<file path="src/drae_pkg.sv">
// Shared types for the DNS response address extractor.
`timescale 1ns / 1ps
package drae_pkg;

    typedef enum logic [3:0] {
        PH_HEADER = 4'd0,
        PH_QNAME  = 4'd1,
        PH_QPTR   = 4'd2,
        PH_QTAIL  = 4'd3,
        PH_ANAME  = 4'd4,
        PH_APTR   = 4'd5,
        PH_AFIXED = 4'd6,
        PH_ADATA  = 4'd7,
        PH_DONE   = 4'd8
    } phase_t;

    typedef enum logic [1:0] {
        ST_OK       = 2'd0,
        ST_NEGATIVE = 2'd1,
        ST_ERROR    = 2'd2
    } status_t;

    localparam logic [15:0] TYPE_A    = 16'd1;
    localparam logic [15:0] TYPE_AAAA = 16'd28;
    localparam logic [3:0]  RCODE_NXDOMAIN = 4'd3;
    localparam logic [31:0] TTL_CAP  = 32'd60;
    localparam logic [31:0] TTL_ZERO_SUB = 32'd30;
    localparam logic [31:0] TTL_NEGATIVE = 32'd5;
    localparam logic [3:0]  DATA_KIND_V4 = 4'd1;
    localparam logic [3:0]  DATA_KIND_V6 = 4'd2;

    typedef struct packed {
        logic        result_kind;
        logic        address_family;
        logic [63:0] address_high;
        logic [63:0] address_low;
        logic [31:0] ttl_value;
        logic [1:0]  parse_status;
        logic [3:0]  address_count;
    } result_t;

endpackage

</file>
<file path="src/dns_response_address_extractor_top.sv">
// Top level of the DNS response address extractor.
`timescale 1ns / 1ps
// The block takes one message byte per cycle and updates its parse state in
// that same cycle, so a byte can be transferred on every clock. A byte that
// completes an address record, is marked last, or both, produces one or two
// results that enter a four-entry output queue; input stall rises only when
// that queue holds more than two results, so the rate is one byte per cycle
// as long as results are drained. Results are registered in the queue.
module dns_response_address_extractor_top #(
    parameter int MAX_ADDRESSES = 8,
    parameter int MAX_LABELS = 128
) (
    input  logic        clk,
    input  logic        rst_n,
    input  logic        in_valid,
    output logic        in_stall,
    input  logic [7:0]  message_byte,
    input  logic        last_byte,
    output logic        out_valid,
    input  logic        out_stall,
    output logic        result_kind,
    output logic        address_family,
    output logic [63:0] address_high,
    output logic [63:0] address_low,
    output logic [31:0] ttl_value,
    output logic [1:0]  parse_status,
    output logic [3:0]  address_count,
    input  logic        cfg_valid,
    output logic        cfg_ready,
    input  logic        cfg_index,
    input  logic [15:0] cfg_data
);
    import drae_pkg::*;

    localparam logic CFG_QUERY_ID = 1'b0;
    localparam logic CFG_WANTED_TYPE = 1'b1;

    logic [15:0] query_id_reg;
    logic [15:0] wanted_type_reg;
    logic        accept;
    logic        addr_push;
    logic        sum_push;
    logic        full2;
    result_t     addr_result;
    result_t     sum_result;
    result_t     out_data;

    assign cfg_ready = 1'b1;
    assign in_stall  = full2;
    assign accept    = in_valid && !full2;

    always_ff @(posedge clk or negedge rst_n)
    begin
        if (!rst_n)
        begin
            query_id_reg    <= '0;
            wanted_type_reg <= '0;
        end
        else if (cfg_valid)
        begin
            unique case (cfg_index)
                CFG_QUERY_ID:    query_id_reg <= cfg_data;
                CFG_WANTED_TYPE: wanted_type_reg <= cfg_data;
                default:         query_id_reg <= query_id_reg;
            endcase
        end
    end

    drae_parser #(
        .MAX_ADDRESSES(MAX_ADDRESSES),
        .MAX_LABELS(MAX_LABELS)
    ) u_parser (
        .clk(clk),
        .rst_n(rst_n),
        .accept(accept),
        .message_byte(message_byte),
        .last_byte(last_byte),
        .expected_query_id(query_id_reg),
        .wanted_record_type(wanted_type_reg),
        .addr_push(addr_push),
        .addr_result(addr_result),
        .sum_push(sum_push),
        .sum_result(sum_result)
    );

    drae_out_fifo u_fifo (
        .clk(clk),
        .rst_n(rst_n),
        .push_a(addr_push),
        .data_a(addr_result),
        .push_b(sum_push),
        .data_b(sum_result),
        .full2(full2),
        .out_valid(out_valid),
        .out_stall(out_stall),
        .out_data(out_data)
    );

    assign result_kind    = out_data.result_kind;
    assign address_family = out_data.address_family;
    assign address_high   = out_data.address_high;
    assign address_low    = out_data.address_low;
    assign ttl_value      = out_data.ttl_value;
    assign parse_status   = out_data.parse_status;
    assign address_count  = out_data.address_count;

endmodule

</file>
<file path="src/drae_parser.sv">
// Byte-wise parser state and result generation for DNS responses.
`timescale 1ns / 1ps
module drae_parser #(
    parameter int MAX_ADDRESSES = 8,
    parameter int MAX_LABELS = 128
) (
    input  logic             clk,
    input  logic             rst_n,
    input  logic             accept,
    input  logic [7:0]       message_byte,
    input  logic             last_byte,
    input  logic [15:0]      expected_query_id,
    input  logic [15:0]      wanted_record_type,
    output logic             addr_push,
    output drae_pkg::result_t addr_result,
    output logic             sum_push,
    output drae_pkg::result_t sum_result
);
    import drae_pkg::*;

    localparam int FW = $clog2(MAX_ADDRESSES + 1);

    phase_t        phase_reg, phase_next;
    logic [3:0]    idx_reg, idx_next;
    logic [15:0]   q_reg, q_next;
    logic [15:0]   a_reg, a_next;
    logic [5:0]    lbl_reg, lbl_next;
    logic [7:0]    seen_reg, seen_next;
    logic [15:0]   type_reg, type_next;
    logic [31:0]   ttl_reg, ttl_next;
    logic [15:0]   dlen_reg, dlen_next;
    logic [127:0]  shift_reg, shift_next;
    logic [FW-1:0] found_reg, found_next;
    logic [31:0]   low_reg, low_next;
    logic          err_reg, err_next;
    logic          neg_reg, neg_next;

    logic [15:0]  dlen_new;
    logic [15:0]  a_dec;
    logic [15:0]  q_dec;
    logic [3:0]   idx_inc;
    logic [127:0] shift_new;
    logic         match;
    logic [FW-1:0] found_inc;
    logic [31:0]  found_wide;
    logic         in_qname;
    phase_t       ptr_phase;
    phase_t       tail_phase;

    always_comb
    begin
        phase_next = phase_reg;
        idx_next   = idx_reg;
        q_next     = q_reg;
        a_next     = a_reg;
        lbl_next   = lbl_reg;
        seen_next  = seen_reg;
        type_next  = type_reg;
        ttl_next   = ttl_reg;
        dlen_next  = dlen_reg;
        shift_next = shift_reg;
        found_next = found_reg;
        low_next   = low_reg;
        err_next   = err_reg;
        neg_next   = neg_reg;
        addr_push  = 1'b0;
        addr_result = '0;
        sum_push   = 1'b0;
        sum_result = '0;
        dlen_new   = {dlen_reg[7:0], message_byte};
        a_dec      = a_reg - 16'd1;
        q_dec      = q_reg - 16'd1;
        idx_inc    = idx_reg + 4'd1;
        shift_new  = {shift_reg[119:0], message_byte};
        match      = (type_reg == wanted_record_type) || (wanted_record_type == 16'd0);
        found_inc  = found_reg + FW'(1);
        in_qname   = (phase_reg == PH_QNAME);
        ptr_phase  = in_qname ? PH_QPTR : PH_APTR;
        tail_phase = in_qname ? PH_QTAIL : PH_AFIXED;
        found_wide = 32'd0;

        if (accept)
        begin
            case (phase_reg)
                PH_HEADER:
                begin
                    if (idx_reg < 4'd4)
                        ttl_next = {ttl_reg[23:0], message_byte};
                    else if (idx_reg < 4'd6)
                        q_next = {q_reg[7:0], message_byte};
                    else if (idx_reg < 4'd8)
                        a_next = {a_reg[7:0], message_byte};
                    if (idx_reg >= 4'd11)
                    begin
                        if (ttl_reg[31:16] != expected_query_id)
                        begin
                            err_next = 1'b1;
                            phase_next = PH_DONE;
                        end
                        else if (ttl_reg[3:0] == RCODE_NXDOMAIN)
                        begin
                            neg_next = 1'b1;
                            phase_next = PH_DONE;
                        end
                        else if (ttl_reg[3:0] != 4'd0)
                        begin
                            err_next = 1'b1;
                            phase_next = PH_DONE;
                        end
                        else if (q_reg != 16'd0)
                        begin
                            phase_next = PH_QNAME;
                            lbl_next = '0;
                            seen_next = '0;
                            idx_next = '0;
                        end
                        else if (a_reg == 16'd0 || 32'(found_reg) >= MAX_ADDRESSES)
                            phase_next = PH_DONE;
                        else
                        begin
                            phase_next = PH_ANAME;
                            lbl_next = '0;
                            seen_next = '0;
                            idx_next = '0;
                        end
                    end
                    else
                        idx_next = idx_inc;
                end
                PH_QNAME, PH_ANAME:
                begin
                    if (lbl_reg != 6'd0)
                        lbl_next = lbl_reg - 6'd1;
                    else if (message_byte == 8'd0)
                    begin
                        phase_next = tail_phase;
                        idx_next = '0;
                    end
                    else if (message_byte[7:6] == 2'b11)
                        phase_next = ptr_phase;
                    else if (message_byte[7:6] != 2'b00 || 32'(seen_reg) >= MAX_LABELS)
                    begin
                        err_next = 1'b1;
                        phase_next = PH_DONE;
                    end
                    else
                    begin
                        seen_next = seen_reg + 8'd1;
                        lbl_next = message_byte[5:0];
                    end
                end
                PH_QPTR:
                begin
                    phase_next = PH_QTAIL;
                    idx_next = '0;
                end
                PH_APTR:
                begin
                    phase_next = PH_AFIXED;
                    idx_next = '0;
                end
                PH_QTAIL:
                begin
                    idx_next = idx_inc;
                    if (idx_inc >= 4'd4)
                    begin
                        q_next = q_dec;
                        if (q_dec != 16'd0)
                        begin
                            phase_next = PH_QNAME;
                            lbl_next = '0;
                            seen_next = '0;
                            idx_next = '0;
                        end
                        else if (a_reg == 16'd0 || 32'(found_reg) >= MAX_ADDRESSES)
                            phase_next = PH_DONE;
                        else
                        begin
                            phase_next = PH_ANAME;
                            lbl_next = '0;
                            seen_next = '0;
                            idx_next = '0;
                        end
                    end
                end
                PH_AFIXED:
                begin
                    if (idx_reg < 4'd2)
                        type_next = {type_reg[7:0], message_byte};
                    else if (idx_reg >= 4'd4 && idx_reg < 4'd8)
                        ttl_next = {ttl_reg[23:0], message_byte};
                    else if (idx_reg >= 4'd8)
                        dlen_next = dlen_new;
                    if (idx_reg >= 4'd9)
                    begin
                        if (ttl_reg < low_reg)
                            low_next = ttl_reg;
                        idx_next = (dlen_new == 16'd4) ? DATA_KIND_V4 :
                                   (dlen_new == 16'd16) ? DATA_KIND_V6 : 4'd0;
                        shift_next = '0;
                        if (dlen_new == 16'd0)
                        begin
                            a_next = a_dec;
                            if (a_dec == 16'd0 || 32'(found_reg) >= MAX_ADDRESSES)
                                phase_next = PH_DONE;
                            else
                            begin
                                phase_next = PH_ANAME;
                                lbl_next = '0;
                                seen_next = '0;
                                idx_next = '0;
                            end
                        end
                        else
                            phase_next = PH_ADATA;
                    end
                    else
                        idx_next = idx_inc;
                end
                PH_ADATA:
                begin
                    shift_next = shift_new;
                    dlen_next = dlen_reg - 16'd1;
                    if (dlen_reg == 16'd1)
                    begin
                        if (match && type_reg == TYPE_A && idx_reg == DATA_KIND_V4)
                        begin
                            addr_push = 1'b1;
                            addr_result.address_high = {shift_new[31:0], 32'd0};
                            addr_result.ttl_value = ttl_reg;
                            found_next = found_inc;
                        end
                        else if (match && type_reg == TYPE_AAAA && idx_reg == DATA_KIND_V6)
                        begin
                            addr_push = 1'b1;
                            addr_result.address_family = 1'b1;
                            addr_result.address_high = shift_new[127:64];
                            addr_result.address_low = shift_new[63:0];
                            addr_result.ttl_value = ttl_reg;
                            found_next = found_inc;
                        end
                        a_next = a_dec;
                        if (a_dec == 16'd0 || 32'(found_next) >= MAX_ADDRESSES)
                            phase_next = PH_DONE;
                        else
                        begin
                            phase_next = PH_ANAME;
                            lbl_next = '0;
                            seen_next = '0;
                            idx_next = '0;
                        end
                    end
                end
                default:
                begin
                end
            endcase

            if (last_byte)
            begin
                found_wide = 32'(found_next);
                sum_push = 1'b1;
                sum_result.result_kind = 1'b1;
                sum_result.address_count = found_wide[3:0];
                if (phase_next != PH_DONE || err_next)
                begin
                    sum_result.parse_status = ST_ERROR;
                    sum_result.ttl_value = 32'd0;
                end
                else if (neg_next || found_next == '0)
                begin
                    sum_result.parse_status = ST_NEGATIVE;
                    sum_result.ttl_value = TTL_NEGATIVE;
                end
                else
                begin
                    sum_result.parse_status = ST_OK;
                    sum_result.ttl_value = (low_next == 32'd0) ? TTL_ZERO_SUB : low_next;
                end
                phase_next = PH_HEADER;
                idx_next   = '0;
                q_next     = '0;
                a_next     = '0;
                lbl_next   = '0;
                seen_next  = '0;
                type_next  = '0;
                ttl_next   = '0;
                dlen_next  = '0;
                shift_next = '0;
                found_next = '0;
                low_next   = TTL_CAP;
                err_next   = 1'b0;
                neg_next   = 1'b0;
            end
        end
    end

    always_ff @(posedge clk or negedge rst_n)
    begin
        if (!rst_n)
        begin
            phase_reg <= PH_HEADER;
            idx_reg   <= '0;
            q_reg     <= '0;
            a_reg     <= '0;
            lbl_reg   <= '0;
            seen_reg  <= '0;
            type_reg  <= '0;
            ttl_reg   <= '0;
            dlen_reg  <= '0;
            shift_reg <= '0;
            found_reg <= '0;
            low_reg   <= TTL_CAP;
            err_reg   <= 1'b0;
            neg_reg   <= 1'b0;
        end
        else
        begin
            phase_reg <= phase_next;
            idx_reg   <= idx_next;
            q_reg     <= q_next;
            a_reg     <= a_next;
            lbl_reg   <= lbl_next;
            seen_reg  <= seen_next;
            type_reg  <= type_next;
            ttl_reg   <= ttl_next;
            dlen_reg  <= dlen_next;
            shift_reg <= shift_next;
            found_reg <= found_next;
            low_reg   <= low_next;
            err_reg   <= err_next;
            neg_reg   <= neg_next;
        end
    end

endmodule

</file>
<file path="src/drae_out_fifo.sv">
// Four-entry result queue that takes up to two results per cycle.
`timescale 1ns / 1ps
module drae_out_fifo (
    input  logic              clk,
    input  logic              rst_n,
    input  logic              push_a,
    input  drae_pkg::result_t data_a,
    input  logic              push_b,
    input  drae_pkg::result_t data_b,
    output logic              full2,
    output logic              out_valid,
    input  logic              out_stall,
    output drae_pkg::result_t out_data
);
    import drae_pkg::*;

    result_t    mem [4];
    logic [1:0] head_reg, head_next;
    logic [1:0] tail_reg, tail_next;
    logic [2:0] count_reg, count_next;
    logic       pop;
    logic [1:0] tail_b;

    assign out_valid = (count_reg != 3'd0);
    assign out_data  = mem[head_reg];
    assign full2     = (count_reg > 3'd2);
    assign pop       = out_valid && !out_stall;
    assign tail_b    = push_a ? tail_reg + 2'd1 : tail_reg;

    always_comb
    begin
        head_next  = pop ? head_reg + 2'd1 : head_reg;
        tail_next  = tail_reg + 2'(push_a) + 2'(push_b);
        count_next = count_reg + 3'(push_a) + 3'(push_b) - 3'(pop);
    end

    always_ff @(posedge clk)
    begin
        if (push_a)
            mem[tail_reg] <= data_a;
        if (push_b)
            mem[tail_b] <= data_b;
    end

    always_ff @(posedge clk or negedge rst_n)
    begin
        if (!rst_n)
        begin
            head_reg  <= '0;
            tail_reg  <= '0;
            count_reg <= '0;
        end
        else
        begin
            head_reg  <= head_next;
            tail_reg  <= tail_next;
            count_reg <= count_next;
        end
    end

endmodule
</file>
<file path="config.mk">
export PLATFORM = sky130hd
export DESIGN_NAME = dns_response_address_extractor_top
export DESIGN_NICKNAME = d
export VERILOG_FILES = /design/src/drae_pkg.sv /design/src/dns_response_address_extractor_top.sv /design/src/drae_parser.sv /design/src/drae_out_fifo.sv
export SDC_FILE = /design/constraint.sdc
export NUM_CORES = 2
export LEC_CHECK = 0
export BUFFER_PORTS_ARGS = -buffer_cell sky130_fd_sc_hd__buf_2
export CORE_MARGIN = 5
export CORE_UTILIZATION = 35
export CTS_CLUSTER_SIZE = 30
export DETAILED_ROUTE_END_ITERATION = 12
export PLACE_DENSITY = 0.58
export SETUP_SLACK_MARGIN = 0.02
export SLEW_MARGIN = 20
export SYNTH_ARGS = -nofsm -noshare
export SYNTH_HDL_FRONTEND = slang
export SYNTH_HIERARCHICAL = 1
export SYNTH_SLANG_ARGS = --single-unit
</file>
<file path="constraint.sdc">
create_clock -name clk -period 8.4 [get_ports clk]
set_input_delay 0.84 -clock clk [delete_from_list [all_inputs] [get_ports clk]]
set_output_delay 0.84 -clock clk [all_outputs]
set_load 0.005 [all_outputs]
</file>
==> run_summary.xml <==
<?xml version="1.0" encoding="UTF-8"?>
<metrics>
  <group name="cts">
    <metric name="tritoncts" unit="">yes</metric>
    <metric name="clk_root_buffer_cell" unit="">sky130_fd_sc_hd__clkbuf_16</metric>
    <metric name="clkSlewWorstSetupHoldPaths" unit="ns">0.06</metric>
    <metric name="cts-resized-gates" unit="">0</metric>
    <metric name="postCtsSetupBuffers" unit="">0</metric>
    <metric name="h_tree_levels" unit="">3</metric>
    <metric name="cts.sink_count" unit="">987</metric>
    <metric name="ctsLongestPathBuffers" unit="">3</metric>
    <metric name="hold_bufs_inserted_after_cts" unit="">0</metric>
    <metric name="cts_made_buffers" unit="">111</metric>
    <metric name="insertion_delay" unit="ns">0.74</metric>
  </group>
  <group name="synthesis">
    <metric name="synth_enable_flop_cells" unit="">672</metric>
    <metric name="post_synthesis_xor_xnor_area_fraction" unit="">0.00823</metric>
    <metric name="synth_top_area_cell" unit="">sky130_fd_sc_hd__edfxtp_1</metric>
    <metric name="muxShareOfSynthArea" unit="">0.227</metric>
    <metric name="dominantRegCellSynth" unit="">sky130_fd_sc_hd__edfxtp_1</metric>
    <metric name="synthesis.instances" unit="">4027</metric>
    <metric name="synthAdderAreaFrac" unit="">0.0136</metric>
    <metric name="synth.avg_cell_area" unit="um^2">12.9</metric>
    <metric name="synth_area_leaders" unit="">sky130_fd_sc_hd__edfxtp_1 (39%), sky130_fd_sc_hd__dfrtp_1 (15%), sky130_fd_sc_hd__mux2_2 (15%)</metric>
    <metric name="synth_top_area_share" unit="">0.387</metric>
    <metric name="syn_area" unit="um^2">52100</metric>
    <metric name="synth_seq_cells" unit="">987</metric>
    <metric name="synth_simple_gate_area_frac" unit="">0.0889</metric>
    <metric name="ys_seq_area_frac" unit="">0.539</metric>
    <metric name="ys_types" unit="">93</metric>
    <metric name="synth-warning-count" unit="">6</metric>
    <metric name="ys_async_sr_fraction" unit="">0.319</metric>
    <metric name="synth_compound_area_frac" unit="">0.0725</metric>
    <metric name="dominant_combinational_cell_family_by_area_after_synthesis" unit="">multiplexers</metric>
  </group>
  <group name="critical_path">
    <metric name="crit_arrival" unit="ns">5.89</metric>
    <metric name="setup_slack_of_the_most_critical_reg_to_reg_path" unit="ns">2.98</metric>
    <metric name="worst-endpoint-required" unit="ns">8.87</metric>
    <metric name="worst_path_most_repeated_cell" unit="">sky130_fd_sc_hd__buf_4</metric>
    <metric name="timing.critical_path.max_delay_family" unit="">buffers and inverters</metric>
    <metric name="critical_path.reg2reg.endpoint" unit="">u_fifo/mem[2][42]$_DFFE_PP_</metric>
    <metric name="path_class" unit="">register to register</metric>
    <metric name="critical_path_peak_fanout" unit="">113</metric>
    <metric name="critical-path-slowest-cell" unit="">sky130_fd_sc_hd__buf_4</metric>
    <metric name="cp_num_buf_inv" unit="">4</metric>
    <metric name="critical_path.reg2reg.startpoint" unit="">u_parser/phase_reg[2]$_DFFE_PN0P_</metric>
    <metric name="cp_slowest_stage_delay" unit="ns">0.87</metric>
    <metric name="worst_setup_path_start_kind" unit="">register</metric>
    <metric name="kind_of_capture_point_of_the_worst_setup_path" unit="">register</metric>
    <metric name="rr_worst_depth" unit="">12</metric>
    <metric name="crit_path_cell_trace" unit="">and3b_1, nand2_1, buf_4, nor2_1, nand4_1, nor2_4, buf_4, nand4_1, o31ai_4, buf_12, buf_4, mux2_2</metric>
  </group>
  <group name="die">
    <metric name="dieWidth" unit="um">396</metric>
    <metric name="floorplan.core_area" unit="um^2">148000</metric>
    <metric name="floorplan.initialDensity" unit="">0.353</metric>
    <metric name="fp-row-count" unit="">141</metric>
    <metric name="die_height" unit="um">396</metric>
    <metric name="fp.dieArea" unit="um^2">157000</metric>
    <metric name="num_io_pins" unit="">202</metric>
  </group>
  <group name="cells_and_area">
    <metric name="antenna_cells" unit="">0</metric>
    <metric name="finish.net_count" unit="">4194</metric>
    <metric name="mostFrequentLayoutCells" unit="">sky130_fd_sc_hd__mux2_2 (675), sky130_fd_sc_hd__edfxtp_1 (672), sky130_fd_sc_hd__nand2_1 (377), sky130_fd_sc_hd__dfrtp_1 (309), sky130_fd_sc_hd__o21ai_0 (269)</metric>
    <metric name="layout-drive-gt1-share" unit="">0.314</metric>
    <metric name="mostFrequentLayoutCell" unit="">sky130_fd_sc_hd__mux2_2</metric>
    <metric name="area_growth_syn_to_layout" unit="%">11.6</metric>
    <metric name="largest_register_ff_count" unit="">672</metric>
    <metric name="fin_util" unit="">0.393</metric>
  </group>
  <group name="timing">
    <metric name="worstMarginPinSlew" unit="ns">1.15</metric>
    <metric name="total_count_of_max_transition_violations_in_the_final_report" unit="">0</metric>
    <metric name="report.final.setup_viol" unit="">0</metric>
    <metric name="tightest_slew_margin_relative_to_the_limit" unit="">0.235</metric>
    <metric name="setup_total_negative_slack" unit="ns">0</metric>
    <metric name="clock_skew" unit="ns">0.0688</metric>
    <metric name="final.setup.worst_slack" unit="ns">2.98</metric>
    <metric name="period_minus_slack" unit="ns">5.42</metric>
    <metric name="final_worst_path_cycle_share" unit="">0.645</metric>
    <metric name="grt_setup_unrepaired" unit="">false</metric>
    <metric name="final-hold-violation-count" unit="">0</metric>
    <metric name="max_clock_freq" unit="MHz">184</metric>
  </group>
  <group name="route">
    <metric name="route.detailed.wl_per_inst" unit="um">23.0</metric>
    <metric name="post_drt_via_cell_ratio" unit="">5.34</metric>
    <metric name="wirelength" unit="um">141000</metric>
    <metric name="post-route-drc-count" unit="">0</metric>
    <metric name="detailed_router_s_first_iteration_violation_count" unit="">2368</metric>
    <metric name="drt_pre_antenna_iters" unit="">5</metric>
    <metric name="number_of_vias_after_detailed_routing" unit="">32800</metric>
    <metric name="drtAntennaViolNets" unit="">0</metric>
  </group>
  <group name="pwr">
    <metric name="seq_power_share" unit="">0.392</metric>
    <metric name="switching_power" unit="uW">5490</metric>
    <metric name="p_int" unit="uW">10800</metric>
    <metric name="cellLeakagePower" unit="uW">0.0218</metric>
    <metric name="max-vdd-ir-drop" unit="uV">185</metric>
    <metric name="sw_frac" unit="">0.338</metric>
    <metric name="power.combinational.fraction" unit="">0.295</metric>
    <metric name="power_frac_clock" unit="">0.313</metric>
    <metric name="power_per_cell_area" unit="nW/um^2">280</metric>
  </group>
  <group name="placed_design">
    <metric name="port_buffers" unit="">200</metric>
    <metric name="gp_congestion" unit="">0.863</metric>
    <metric name="post-place-ws" unit="ns">3.01</metric>
    <metric name="dpl.hpwl" unit="um">86300</metric>
  </group>
  <group name="worst_hold_path">
    <metric name="hp-class" unit="">input port to asynchronous set/reset pin</metric>
  </group>
  <group name="global_routing">
    <metric name="maximum_number_of_pins_on_one_net_before_global_route_repair" unit="">126</metric>
    <metric name="grt_first_pass_wirelength" unit="um">213000</metric>
    <metric name="initial_antenna_violation_count" unit="">3</metric>
    <metric name="groute.usage.overall" unit="">0.175</metric>
    <metric name="vias_in_the_first_global_route" unit="">33700</metric>
    <metric name="grt-ovfl-total" unit="">0</metric>
  </group>
  <group name="flow_run">
    <metric name="timing.max_cap.violations" unit="">0</metric>
  </group>
  <group name="status">
    <metric name="result_of_the_run" unit="">complete, no violations</metric>
  </group>
</metrics>
[stage by stage]
| step | cell area (um^2) | cells | hold WS (ns) | total power (uW) |
|---|---|---|---|---|
| floorplan | 52600 | 4162 | 0.451 | 9460 |
| global placement | 54300 | 5925 | 0.466 | 11300 |
| detailed placement | 54300 | 5925 | 0.471 | 11300 |
| CTS | 58100 | 6136 | 0.0770 | 16500 |
| global route | 58200 | 6136 | 0.124 | 17100 |
| finish | 58200 | 6136 | 0.0946 | 16300 |
[power by group through the flow]
stage,clock [uW],sequential [uW],combinational [uW]
2_1_floorplan,0,6090,3380
3_3_place_gp,0,6450,4840
3_5_place_dp,0,6460,4870
4_1_cts,5230,6360,4880
5_1_grt,5420,6440,5240
6_report,5090,6370,4810
[kinds of logic after synthesis]
| kind of cell | Yosys count |
|---|---|
| adders and majority gates | 55 |
| other | 2 |
| DFF | 987 |
| AOI/OAI and AO/OA | 618 |
| and+or+nand+nor | 948 |
| muxes | 878 |
| xor gates and xnor gates | 49 |
| buffers and inverters | 490 |
[per-layer routing]
layer	wire [um]	GRT usage	vias to the layer above
met2	67200	0.287	829
met5	13	0	-
li1	-	-	15100
met1	62600	0.239	16700
met4	3440	0.0464	2
met3	8010	0.0350	193
[final cells by class]
| cell class | count | area (um^2) |
|---|---|---|
| Clock buffer | 158 | 3210 |
| Clock inverter | 53 | 663 |
| Fill cell | 14000 | 89700 |
| Inverter | 71 | 267 |
| Multi-Input combinational cell | 2685 | 22000 |
| Sequential cell | 987 | 28100 |
| Tap cell | 1930 | 2410 |
| Timing Repair Buffer | 252 | 1520 |
[synthesized netlist by cell type (9+ instances only)]
cell and instances:
sky130_fd_sc_hd__a21o_1 10, sky130_fd_sc_hd__nand4_1 26, sky130_fd_sc_hd__buf_1 13, sky130_fd_sc_hd__o21ai_0 269, sky130_fd_sc_hd__mux2_2 675, sky130_fd_sc_hd__a22o_1 56
sky130_fd_sc_hd__xnor2_1 26, sky130_fd_sc_hd__dfrtp_1 311, sky130_fd_sc_hd__xor2_1 23, sky130_fd_sc_hd__o31ai_1 15, sky130_fd_sc_hd__nand3_1 38, sky130_fd_sc_hd__mux2_1 20
sky130_fd_sc_hd__nor3_1 74, sky130_fd_sc_hd__a31oi_1 15, sky130_fd_sc_hd__edfxtp_1 672, sky130_fd_sc_hd__clkbuf_1 164, sky130_fd_sc_hd__buf_4 175, sky130_fd_sc_hd__mux2_4 10
sky130_fd_sc_hd__nor4_1 57, sky130_fd_sc_hd__nand2b_1 16, sky130_fd_sc_hd__nor2_1 142, sky130_fd_sc_hd__buf_6 16, sky130_fd_sc_hd__buf_2 50, sky130_fd_sc_hd__and3_1 9
sky130_fd_sc_hd__inv_1 71, sky130_fd_sc_hd__nand2_1 380, sky130_fd_sc_hd__and2_1 136, sky130_fd_sc_hd__o22ai_1 30, sky130_fd_sc_hd__a211oi_1 10, sky130_fd_sc_hd__ha_1 52
sky130_fd_sc_hd__mux4_2 168, sky130_fd_sc_hd__a21oi_1 132, sky130_fd_sc_hd__or3_1 12
[worst reg2reg max path: cells and delay by family (launching register included)]
kind	cells	cell delay, ns
AO/OA/AOI/OAI	1	0.14
buffers and inverters	4	2.31
flip-flops	1	0.61
multiplexers	1	0.47
AND/OR/NAND/NOR	6	1.67
[worst max path at each step]
| stage | slack, ns | depth (start not counted) | to | from |
|---|---|---|---|---|
| 2_1_floorplan | 1.40 | 14 | u_fifo/mem[1][0]$_DFFE_PP_ | u_parser/dlen_reg[1]$_DFFE_PN0P_ |
| 3_3_place_gp | 3.05 | 12 | u_fifo/mem[2][50]$_DFFE_PP_ | u_parser/phase_reg[2]$_DFFE_PN0P_ |
| 3_5_place_dp | 3.01 | 12 | u_fifo/mem[2][47]$_DFFE_PP_ | u_parser/phase_reg[2]$_DFFE_PN0P_ |
| 4_1_cts | 3.05 | 12 | u_fifo/mem[2][47]$_DFFE_PP_ | u_parser/phase_reg[2]$_DFFE_PN0P_ |
| 5_1_grt | 2.72 | 12 | u_fifo/mem[2][42]$_DFFE_PP_ | u_parser/phase_reg[2]$_DFFE_PN0P_ |
| 6_report | 2.98 | 12 | u_fifo/mem[2][42]$_DFFE_PP_ | u_parser/phase_reg[2]$_DFFE_PN0P_ |
Note: power is estimated with default switching activity, not from simulation.
